**config.mk**
```make
export PLATFORM = sky130hd
export DESIGN_NAME = lpoe_rotbank
export DESIGN_NICKNAME = d
export VERILOG_FILES = /design/src/hdl/lpoe_pkg.sv /design/src/hdl/lpoe_rotbank.sv
export SDC_FILE = /design/constraint.sdc
export NUM_CORES = 1
export LEC_CHECK = 0
export BUFFER_PORTS_ARGS = -buffer_cell sky130_fd_sc_hd__buf_2
export CAP_MARGIN = 20
export CORE_MARGIN = 2
export CORE_UTILIZATION = 50
export DETAILED_ROUTE_END_ITERATION = 12
export PLACE_DENSITY = 0.73
export SYNTH_ARGS = -nofsm -noshare
export SYNTH_HDL_FRONTEND = slang
export SYNTH_SLANG_ARGS = --single-unit
export TNS_END_PERCENT = 100
```
**constraint.sdc**
```tcl
create_clock -name clk -period 37.8 [get_ports clk]
set_clock_uncertainty 0.05 [all_clocks]
set_input_delay 3.78 -clock clk [delete_from_list [all_inputs] [get_ports clk]]
set_output_delay 3.78 -clock clk [all_outputs]
set_load 0.01 [all_outputs]
```
**src/hdl/lpoe_pkg.sv**
```systemverilog
// Shared types, constants and step arithmetic for the lattice path orbit enumerator.
`timescale 1ns / 1ps
`default_nettype none

package lpoe_pkg;

    localparam int STEP_W   = 4;
    localparam int SLOTS    = 8;
    localparam int SLOT_W   = 3;
    localparam int WORD_W   = STEP_W * SLOTS;
    localparam int LEN_W    = 4;
    localparam int IDX_W    = 9;
    localparam int SIZE_W   = 9;
    localparam int SYM_W    = 4;
    localparam int PERM_W   = 5;
    localparam int SIGN_W   = 4;
    localparam int NUM_PERMS = 24;
    localparam int TDATA_W  = 48;

    localparam logic [LEN_W-1:0]  MAX_STEPS = LEN_W'(8);
    localparam logic [PERM_W-1:0] PERM_LAST = PERM_W'(NUM_PERMS - 1);
    localparam logic [SIGN_W-1:0] SIGN_LAST = '1;

    localparam logic OP_ENUM = 1'b0;
    localparam logic OP_READ = 1'b1;

    // Axis permutations in lexicographic order; destination of axis k in bits 2k+1:2k
    localparam logic [7:0] PERM_TAB [NUM_PERMS] = '{
        {2'd3, 2'd2, 2'd1, 2'd0}, {2'd2, 2'd3, 2'd1, 2'd0},
        {2'd3, 2'd1, 2'd2, 2'd0}, {2'd1, 2'd3, 2'd2, 2'd0},
        {2'd2, 2'd1, 2'd3, 2'd0}, {2'd1, 2'd2, 2'd3, 2'd0},
        {2'd3, 2'd2, 2'd0, 2'd1}, {2'd2, 2'd3, 2'd0, 2'd1},
        {2'd3, 2'd0, 2'd2, 2'd1}, {2'd0, 2'd3, 2'd2, 2'd1},
        {2'd2, 2'd0, 2'd3, 2'd1}, {2'd0, 2'd2, 2'd3, 2'd1},
        {2'd3, 2'd1, 2'd0, 2'd2}, {2'd1, 2'd3, 2'd0, 2'd2},
        {2'd3, 2'd0, 2'd1, 2'd2}, {2'd0, 2'd3, 2'd1, 2'd2},
        {2'd1, 2'd0, 2'd3, 2'd2}, {2'd0, 2'd1, 2'd3, 2'd2},
        {2'd2, 2'd1, 2'd0, 2'd3}, {2'd1, 2'd2, 2'd0, 2'd3},
        {2'd2, 2'd0, 2'd1, 2'd3}, {2'd0, 2'd2, 2'd1, 2'd3},
        {2'd1, 2'd0, 2'd2, 2'd3}, {2'd0, 2'd1, 2'd2, 2'd3}
    };

    typedef struct packed {
        logic load;
        logic shift;
    } rb_ctrl_t;

    typedef struct packed {
        logic              match;
        logic [SYM_W-1:0]  sym;
        logic [WORD_W-1:0] cand;
    } rb_stat_t;

    function automatic logic [STEP_W-1:0] neg_step(input logic [STEP_W-1:0] s);
        return STEP_W'(~s + STEP_W'(1));
    endfunction

    function automatic logic step_ok(input logic [STEP_W-1:0] s);
        return (s >= STEP_W'(1) && s <= STEP_W'(4)) || s >= STEP_W'(12);
    endfunction

    function automatic logic path_ok(input logic [WORD_W-1:0] w, input logic [LEN_W-1:0] n);
        logic ok;
        ok = (n >= LEN_W'(1)) && (n <= MAX_STEPS);
        for (int i = 0; i < SLOTS; i++)
        begin
            if (i < int'(n) && !step_ok(w[i*STEP_W +: STEP_W]))
                ok = 1'b0;
        end
        return ok;
    endfunction

    // Zero the nibbles at and above the path length
    function automatic logic [WORD_W-1:0] mask_word(input logic [WORD_W-1:0] w,
                                                    input logic [LEN_W-1:0] n);
        logic [WORD_W-1:0] r;
        r = '0;
        for (int i = 0; i < SLOTS; i++)
        begin
            if (i < int'(n))
                r[i*STEP_W +: STEP_W] = w[i*STEP_W +: STEP_W];
        end
        return r;
    endfunction

    // Reverse the path and negate every step
    function automatic logic [WORD_W-1:0] rev_word(input logic [WORD_W-1:0] w,
                                                   input logic [LEN_W-1:0] n);
        logic [WORD_W-1:0] r;
        logic [SLOT_W-1:0] j;
        r = '0;
        for (int i = 0; i < SLOTS; i++)
        begin
            j = SLOT_W'(int'(n) - 1 - i);
            if (i < int'(n))
                r[i*STEP_W +: STEP_W] = neg_step(w[j*STEP_W +: STEP_W]);
        end
        return r;
    endfunction

    // Rotate an n-step path left by one step
    function automatic logic [WORD_W-1:0] rot1(input logic [WORD_W-1:0] w,
                                               input logic [LEN_W-1:0] n);
        logic [WORD_W-1:0] r;
        r = '0;
        for (int i = 0; i < SLOTS; i++)
        begin
            if (i + 1 < int'(n))
                r[i*STEP_W +: STEP_W] = w[((i + 1) % SLOTS)*STEP_W +: STEP_W];
            else if (i + 1 == int'(n))
                r[i*STEP_W +: STEP_W] = w[STEP_W-1:0];
        end
        return r;
    endfunction

    // Map one valid step through an axis permutation and sign pattern
    function automatic logic [STEP_W-1:0] xform_step(input logic [STEP_W-1:0] s,
                                                     input logic [PERM_W-1:0] perm,
                                                     input logic [SIGN_W-1:0] signs);
        logic              neg;
        logic [STEP_W-1:0] mag;
        logic [1:0]        ax;
        logic [1:0]        dst;
        logic [STEP_W-1:0] v;
        logic              flip;
        neg  = s[STEP_W-1];
        mag  = neg ? neg_step(s) : s;
        ax   = 2'(mag - STEP_W'(1));
        dst  = PERM_TAB[perm][{ax, 1'b0} +: 2];
        v    = STEP_W'({2'b00, dst}) + STEP_W'(1);
        flip = neg ^ signs[2'd3 - ax];
        return flip ? neg_step(v) : v;
    endfunction

    function automatic logic [WORD_W-1:0] xform_word(input logic [WORD_W-1:0] w,
                                                     input logic [LEN_W-1:0] n,
                                                     input logic [PERM_W-1:0] perm,
                                                     input logic [SIGN_W-1:0] signs);
        logic [WORD_W-1:0] r;
        r = '0;
        for (int i = 0; i < SLOTS; i++)
        begin
            if (i < int'(n))
                r[i*STEP_W +: STEP_W] = xform_step(w[i*STEP_W +: STEP_W], perm, signs);
        end
        return r;
    endfunction

endpackage

`default_nettype wire

```
**src/hdl/lpoe_rotbank.sv**
```systemverilog
// Rotation bank and shared compare unit for orbit membership tests.
`timescale 1ns / 1ps
`default_nettype none

module lpoe_rotbank import lpoe_pkg::*; (
    input  wire logic              clk,
    input  wire rb_ctrl_t          ctrl,
    input  wire logic [LEN_W-1:0]  len,
    input  wire logic [WORD_W-1:0] cand_fwd,
    input  wire logic [WORD_W-1:0] cand_rev,
    input  wire logic [WORD_W-1:0] rd_word,
    output rb_stat_t               stat
);

    logic [WORD_W-1:0] fwd_reg [SLOTS];
    logic [WORD_W-1:0] rev_reg [SLOTS];

    // Load slot zero, then shift the line while slot zero turns by one step
    always_ff @(posedge clk)
    begin
        if (ctrl.load)
        begin
            fwd_reg[0] <= cand_fwd;
            rev_reg[0] <= cand_rev;
        end
        else if (ctrl.shift)
        begin
            fwd_reg[0] <= rot1(fwd_reg[0], len);
            rev_reg[0] <= rot1(rev_reg[0], len);
            for (int j = 1; j < SLOTS; j++)
            begin
                fwd_reg[j] <= fwd_reg[j-1];
                rev_reg[j] <= rev_reg[j-1];
            end
        end
    end

    // Slot j holds rotation SLOTS-1-j; only rotations below the length count as symmetries
    always_comb
    begin
        logic             hit;
        logic [SYM_W-1:0] cnt;
        hit = 1'b0;
        cnt = '0;
        for (int j = 0; j < SLOTS; j++)
        begin
            if (fwd_reg[j] == rd_word || rev_reg[j] == rd_word)
                hit = 1'b1;
            if (fwd_reg[j] == rd_word && (SLOTS - 1 - j) < int'(len))
                cnt = cnt + SYM_W'(1);
        end
        stat.match = hit;
        stat.sym   = cnt;
        stat.cand  = fwd_reg[SLOTS-1];
    end

endmodule

`default_nettype wire

```
==> run_results.csv, run 1 <==
group,metric,value,unit
outcome,status,"finished clean",
placed_design,gp_congestion,0.869,
placed_design,dp_hpwl,41100,um
layout,n_antenna_cell,0,
power_and_ir_drop,intPower,985,uW
cts,cts.sinks,512,
routing,num_vias,13400,
worst_setup_path,slowest_stage,"or4_1",
sta,drv_slew,0,
power_and_ir_drop,p_per_area,49.8,mW/mm^2
routing,dr_wl_met3,4480,um
sta,fin_crit,12850,ps
synthesis,syn_nets,1727,
routing,drc,0,
floorplanning,io_pins,140,
cts,cts_buffers,52,
cts,hold_buffers,0,
routing,dr_wl_met2,26500,um
sta,hold_viol,0,
power_and_ir_drop,p_sw_share,23.6,%
worst_setup_path,required,33970,ps
synthesis,postSynthCellCount,1615,
cts,tritoncts,"done",
routing,drt_first_pass_iters,5,
power_and_ir_drop,p_comb_share,8.0,%
floorplanning,initial_core_util,50.4,%
worst_setup_path,ff2ff_setup_slack,36420,ps
cts,cts-root-buf,"clkbuf_16",
cts,clk_pin_slew_worst_paths,60,ps
sta,rsz0062_at_grt,"false",
routing,drt-vias-per-instance,5.73,
sta,max_slew_margin,23.1,%
floorplanning,fp.dieW,220,um
layout,area_growth,10.9,%
layout,layout-drive-gt1-share,13.7,%
synthesis,synth_area,0.0234,mm^2
synthesis,ys_ff_latch,512,
layout,num-fill-cells,3651,
global_routing,gr-total-overflow,0,
worst_setup_path,critical_path_class,"input pin to primary output",
global_routing,antenna_found_initial,0,
global_routing,grt_pass1_vias,13400,
layout,fin_nets,1804,
power_and_ir_drop,vdd_drop_max,0.0000322,V
power_and_ir_drop,power,1.29,mW
routing,wl,59400,um
power_and_ir_drop,power.switching,305,uW
worst_setup_path,crit_family,"simple AND/OR/NAND/NOR gates",
worst_setup_path,start_kind,"input pin",
power_and_ir_drop,p_seq_share,53.1,%
sta,max_slew.worst_pin.slew,1140,ps
floorplanning,fp.dieH,220,um
sta,setup_viol,0,
cts,post-cts-setup-buffers,0,
power_and_ir_drop,p_leak,8.80,nW
floorplanning,dieArea,0.0485,mm^2
routing,ant_nets,0,
worst_setup_path,arrival,9020,ps
worst_setup_path,endpoint_kind,"primary output",
routing,wl_per_cell,25.4,um
sta,clock.fmax,0.0778,GHz
synthesis,syn_avg_cell_area,14.5,um^2
cts,htree_levels,2,
worst_setup_path,path_buf_inv,4,
global_routing,grt_max_degree,188,
synthesis,yosysUniqueCellTypes,50,
global_routing,grt_pass1_wl,86100,um
worst_setup_path,cp_slowest_stage_delay,590,ps
global_routing,grt_usage,24.7,%
worst_hold_path,worstHoldPathType,"flip-flop to flip-flop",
placed_design,port_buffers,139,
cts,clk_path_buf_depth,3,
worst_setup_path,worst-path-max-fanout,16,
routing,top_layer,"met4",
synthesis,synthArstFlopShare,0,%
cts,insertion_delay,590,ps
power_and_ir_drop,pwr-share-clk,38.9,%
floorplanning,num_rows,79,
synthesis,synth_edf_count,512,
routing,drtIter0Drc,1220,
sta,setup_tns,0,ps
synthesis,synth_ff_type,"edfxtp_1",
worst_setup_path,path_cells,"buf_2, xor2_1, nor4_1, nand4_1, nor2_1, and2_1, inv_1, ha_1, or4_1, and2_1, inv_1, ha_1, nand2_1, o21ai_0, xor2_1, o21ai_0, ha_1, nand2_1, xnor3_2, xnor2_1, o32ai_2, xnor2_1, buf_2",
synthesis,yosysSeqAreaShare,65.8,%
cts,post_cts_resized,0,
routing,met1_length,26300,um
synthesis,yosysWarningCount,0,
sta,fin_crit_sh,34.0,%
run,drv_cap,0,
floorplanning,core,0.0464,mm^2
worst_setup_path,crit_path_frequent_cell,"ha_1",
[final cells by class]
cell class / count / area (um^2) / area share (%)
multi-input cells: 970 / 7280 / 28.1
well taps: 607 / 759 / 2.93
inverters: 8 / 37.5 / 0.145
repair buffers: 148 / 791 / 3.05
clock inverters: 34 / 333 / 1.28
flip-flops and latches: 512 / 15400 / 59.3
clock buffers: 61 / 1340 / 5.15
[per-stage QoR]
stage / hold slack, ps / setup slack, ps / std cells / util [%] / area [um^2]
after global routing: 423 / 24670 / 2340 / 55.9 / 25900
final: 414 / 24950 / 2340 / 55.9 / 25900
after detailed placement: 404 / 25010 / 2243 / 52.2 / 24200
after CTS: 405 / 24990 / 2338 / 55.8 / 25900
after global placement: 401 / 25230 / 2242 / 52.2 / 24200
after floorplan: 374 / 20370 / 1615 / - / 23400
[worst register-to-register path, stage by stage, from the launching register on]
cell,delay [ps]
edfxtp_1,610
a221oi_1,390
nor2_1,70
[synthesized netlist by cell type (2+ instances only)]
cell,instances,share of area [%]
mux2i_1,2,0.086
nand2_1,74,1.2
buf_4,37,1.2
a221oi_1,9,0.34
nand4_1,81,2.2
and2_1,4,0.11
clkbuf_1,35,0.56
nand3_1,14,0.30
nand2b_1,3,0.080
ha_1,9,0.48
buf_6,8,0.39
buf_1,30,0.48
o31a_1,2,0.075
buf_2,15,0.32
a21oi_1,10,0.21
a2111oi_0,3,0.11
nor4_1,80,2.1
a22o_1,8,0.30
nor2_1,34,0.55
xor2_1,259,9.7
a21o_1,3,0.096
or2_2,3,0.080
a22oi_1,32,1.0
xnor2_1,265,9.9
inv_1,7,0.11
and3_1,10,0.27
o21ai_0,43,0.92
edfxtp_1,512,66
nor3_1,2,0.043
[metal layers]
layer  vias to the layer above  global-route usage [%]
li1                       6031                       -
met1                      6636                    35.4
met2                       628                    38.2
met3                       107                    4.15
met4                         0                    9.17
met5                         -                       0
[power groups by stage]
stage,sequential [mW],combinational [mW],clock (mW)
final,0.685,0.103,0.502
after global routing,0.688,0.111,0.529
after CTS,0.685,0.103,0.509
after detailed placement,0.696,0.102,0
after global placement,0.696,0.101,0
after floorplan,0.695,0.0748,0
[final timing paths]
path | to | depth (start not counted) | startpoint
worst max-delay path | stat[35] | 23 | rd_word[26]
worst min-delay path | fwd_reg[1][8]$_DFFE_PP_ | 0 | fwd_reg[0][104]$_DFFE_PP_
worst max register to register | fwd_reg[0][5]$_DFFE_PP_ | 2 | fwd_reg[0][1]$_DFFE_PP_
worst min register to register | fwd_reg[1][8]$_DFFE_PP_ | 0 | fwd_reg[0][104]$_DFFE_PP_
[cells by family after synthesis]
logic type	after synthesis	share of synthesized area [%]
xor gates and xnor gates	526	19.8
DFF	512	65.8
and+or+nand+nor	314	7.27
buffers and inverters	133	3.07
AOI/OAI and AO/OA	118	3.41
adders and majority gates	9	0.482
muxes	3	0.134
[cells in the final DEF, fill, tap and decap left out, types with 9 or more instances in the layout]
master     synthesis  layout
nor4_1            80      80
a21oi_1           10      10
nand2_1           74      74
a22oi_1           32      32
nor2_1            34      34
o21ai_0           43      43
clkinv_2           0      12
xor2_1           259     259
edfxtp_1         512     512
buf_2             15     141
ha_1               9       9
and3_1            10      10
clkbuf_1          35       9
clkinv_1           1      11
clkbuf_16          0      52
nand3_1           14      14
xnor2_1          265     265
nand4_1           81      81
a221oi_1           9       9
No activity file was read; power rests on OpenSTA's default activity.
==> run 2, diff against run 1 <==
- ABC_AREA: not set -> 1
- PLACE_DENSITY: 0.73 -> 0.72
- clock period: 37.8 -> 12.5 ns (I/O delays scaled with it)
==> run 2 against run 1 <==
- design area up 4.8%
- die area up 5.3%
- critical path depth up 3
- routed wire length up 16%
- sequential cell count unchanged
- sequential power rose to 3.0 times the previous value
- hold slack about the same
- highest routed layer unchanged
- synthesized cell count up 27%
- largest cell class unchanged
- combinational power rose to 3.3 times the previous value
- first-iteration DRC count up 45%
==> run_results.csv, run 2 <==
group,metric,value,unit
placed_design,port_buffers,139,
sta,setup_viol,0,
placed_design,gp_congestion,0.953,
cts,tritoncts,"done",
routing,num_vias,15900,
cts,post_cts_resized,0,
cts,cts-root-buf,"clkbuf_16",
global_routing,grt_usage,27.1,%
worst_setup_path,start_kind,"input pin",
worst_setup_path,worst-path-max-fanout,15,
global_routing,grt_pass1_wl,99100,um
synthesis,yosys-top-cells-area,"edfxtp_1, xor2_1, nand2_1",
cts,post-cts-setup-buffers,0,
routing,drt_first_pass_iters,6,
synthesis,synthArstFlopShare,0,%
layout,layout_commonest_cell,"edfxtp_1",
synthesis,syn_nets,2159,
worst_setup_path,path_buf_inv,6,
sta,setup_tns,0,ps
sta,rsz0062_at_grt,"false",
worst_setup_path,critical_path_class,"input pin to primary output",
cts,hold_buffers,0,
synthesis,yosys.area.top_type_share,62.5,%
synthesis,synthTopCellsByCount,"edfxtp_1, xor2_1, nand2_1",
worst_setup_path,arrival,6410,ps
floorplanning,initial_core_util,50.5,%
worst_setup_path,required,11200,ps
run,drv_cap,0,
cts,clk_path_buf_depth,3,
synthesis,synth_most_common_cell,"edfxtp_1",
worst_setup_path,cp_slowest_stage_delay,640,ps
cts,cts.sinks,512,
sta,max_slew.worst_pin.slew,1310,ps
power_and_ir_drop,vdd_drop_max,0.000103,V
power_and_ir_drop,p_leak,10.2,nW
layout,area_growth,10.3,%
placed_design,dp_hpwl,51200,um
synthesis,yosysSeqAreaShare,62.5,%
worst_setup_path,crit_family,"simple AND/OR/NAND/NOR gates",
power_and_ir_drop,p_per_area,145,mW/mm^2
synthesis,postSynthCellCount,2047,
synthesis,yosysWarningCount,0,
sta,max_slew_margin,12.6,%
layout,layout-drive-gt1-share,14.6,%
synthesis,ys_ff_latch,512,
routing,drc,0,
layout,layout_common_cells,"edfxtp_1, xor2_1, nand2_1",
cts,insertion_delay,600,ps
sta,fin_crit_sh,61.7,%
worst_setup_path,slowest_stage,"inv_1",
synthesis,yosysUniqueCellTypes,52,
cts,htree_levels,2,
cts,cts_buffers,53,
cts,clk_pin_slew_worst_paths,60,ps
layout,finish.utilization,55.7,%
routing,ant_nets,0,
floorplanning,core,0.0487,mm^2
layout,fin_nets,2245,
floorplanning,fp.dieW,226,um
worst_setup_path,endpoint_kind,"primary output",
global_routing,grt_max_degree,204,
synthesis,synth_area,0.0246,mm^2
layout,num-fill-cells,4039,
routing,wl,68700,um
sta,clock.fmax,0.130,GHz
outcome,status,"finished clean",
global_routing,antenna_found_initial,0,
synthesis,syn_avg_cell_area,12.0,um^2
worst_setup_path,ff2ff_setup_slack,10970,ps
sta,fin_crit,7710,ps
floorplanning,num_rows,81,
floorplanning,fp.dieH,226,um
global_routing,grt_pass1_vias,15600,
global_routing,gr-total-overflow,0,
synthesis,synth_ff_type,"edfxtp_1",
floorplanning,dieArea,0.0510,mm^2
sta,hold_viol,0,
worst_hold_path,worstHoldPathType,"flip-flop to flip-flop",
routing,drt-vias-per-instance,5.61,
synthesis,yosysTopAreaCell,"edfxtp_1",
routing,drtIter0Drc,1764,
sta,drv_slew,0,
synthesis,synth_edf_count,512,
floorplanning,io_pins,140,
routing,wl_per_cell,24.2,um
-- run 2: cell types whose count changed after synthesis, moves of 30 or more --
cell,before,now
nand3_1,14,46
nor2_1,34,141
a22oi_1,32,1
inv_2,0,30
xnor2_1,265,67
inv_1,7,96
a21oi_1,10,49
nand2_1,74,316
xor2_1,259,350
-- run 2: worst register-to-register path, delay by kind of cell, from the launching register on --
family	cells	cell delay, ps
compound gates	1	400
buf+inv	1	240
flops	1	630
-- run 2: stage by stage --
| stage | cells | area (um^2) | total power [mW] | setup WS [ps] | hold slack (ps) |
|---|---|---|---|---|---|
| final | 2840 | 27100 | 3.92 | 4790 | 415 |
| after global placement | 2742 | 25500 | 2.44 | 4920 | 384 |
| after detailed placement | 2742 | 25500 | 2.45 | 4830 | 404 |
| after floorplan | 2047 | 24600 | 2.32 | 3920 | 374 |
| after CTS | 2838 | 27100 | 3.93 | 4810 | 410 |
| after global routing | 2838 | 27100 | 4.04 | 4360 | 418 |
-- run 2: layer usage --
layer / vias up / GRT usage, % / share of wire, %
li1: 7239 / - / -
met1: 7785 / 35.0 / 39
met2: 763 / 45.4 / 49
met3: 142 / 3.43 / 7.0
met4: 0 / 13.0 / 5.0
met5: - / 0 / 0
-- run 2: path summary, 6_finish.rpt --
| path | from | to | cells after the start |
|---|---|---|---|
| worst max-delay path | rd_word[19] | stat[33] | 26 |
| worst min-delay path | rev_reg[1][36]$_DFFE_PP_ | rev_reg[1][68]$_DFFE_PP_ | 0 |
| worst max register to register | fwd_reg[0][0]$_DFFE_PP_ | fwd_reg[0][28]$_DFFE_PP_ | 2 |
| worst min register to register | rev_reg[1][36]$_DFFE_PP_ | rev_reg[1][68]$_DFFE_PP_ | 0 |
-- run 2: where the power goes --
| group | switching, mW | internal, mW | leakage (nW) |
|---|---|---|---|
| Combinational | 0.230 | 0.111 | 4.52 |
| Sequential | 0.0850 | 1.99 | 4.86 |
| Clock | 0.653 | 0.854 | 0.799 |
| Total | 0.968 | 2.96 | 10.2 |
-- run 2: logic make-up (layout without fill, tap and decap cells) --
| kind of cell | count (synthesis) | after routing | synth area share, % |
|---|---|---|---|
| simple gates | 718 | 718 | 13.6 |
| compound gates | 138 | 138 | 3.48 |
| fa+ha+maj | 9 | 9 | 0.457 |
| flops | 512 | 512 | 62.5 |
| buf+inv | 252 | 379 | 5.07 |
| xor+xnor | 418 | 418 | 14.9 |
| other cells | 0 | 2 | 0 |
-- run 2: layout make-up --
cell class              count  area, um^2  share of cell area (%)
flip-flops and latches    512       15400                    56.6
inverters                 132         499                    1.84
well taps                 664         831                    3.06
clock buffers              59        1350                    4.97
clock inverters            37         273                    1.00
repair buffers            151         811                    2.99
multi-input cells        1283        8000                    29.5
diodes                      2        5.00                  0.0184
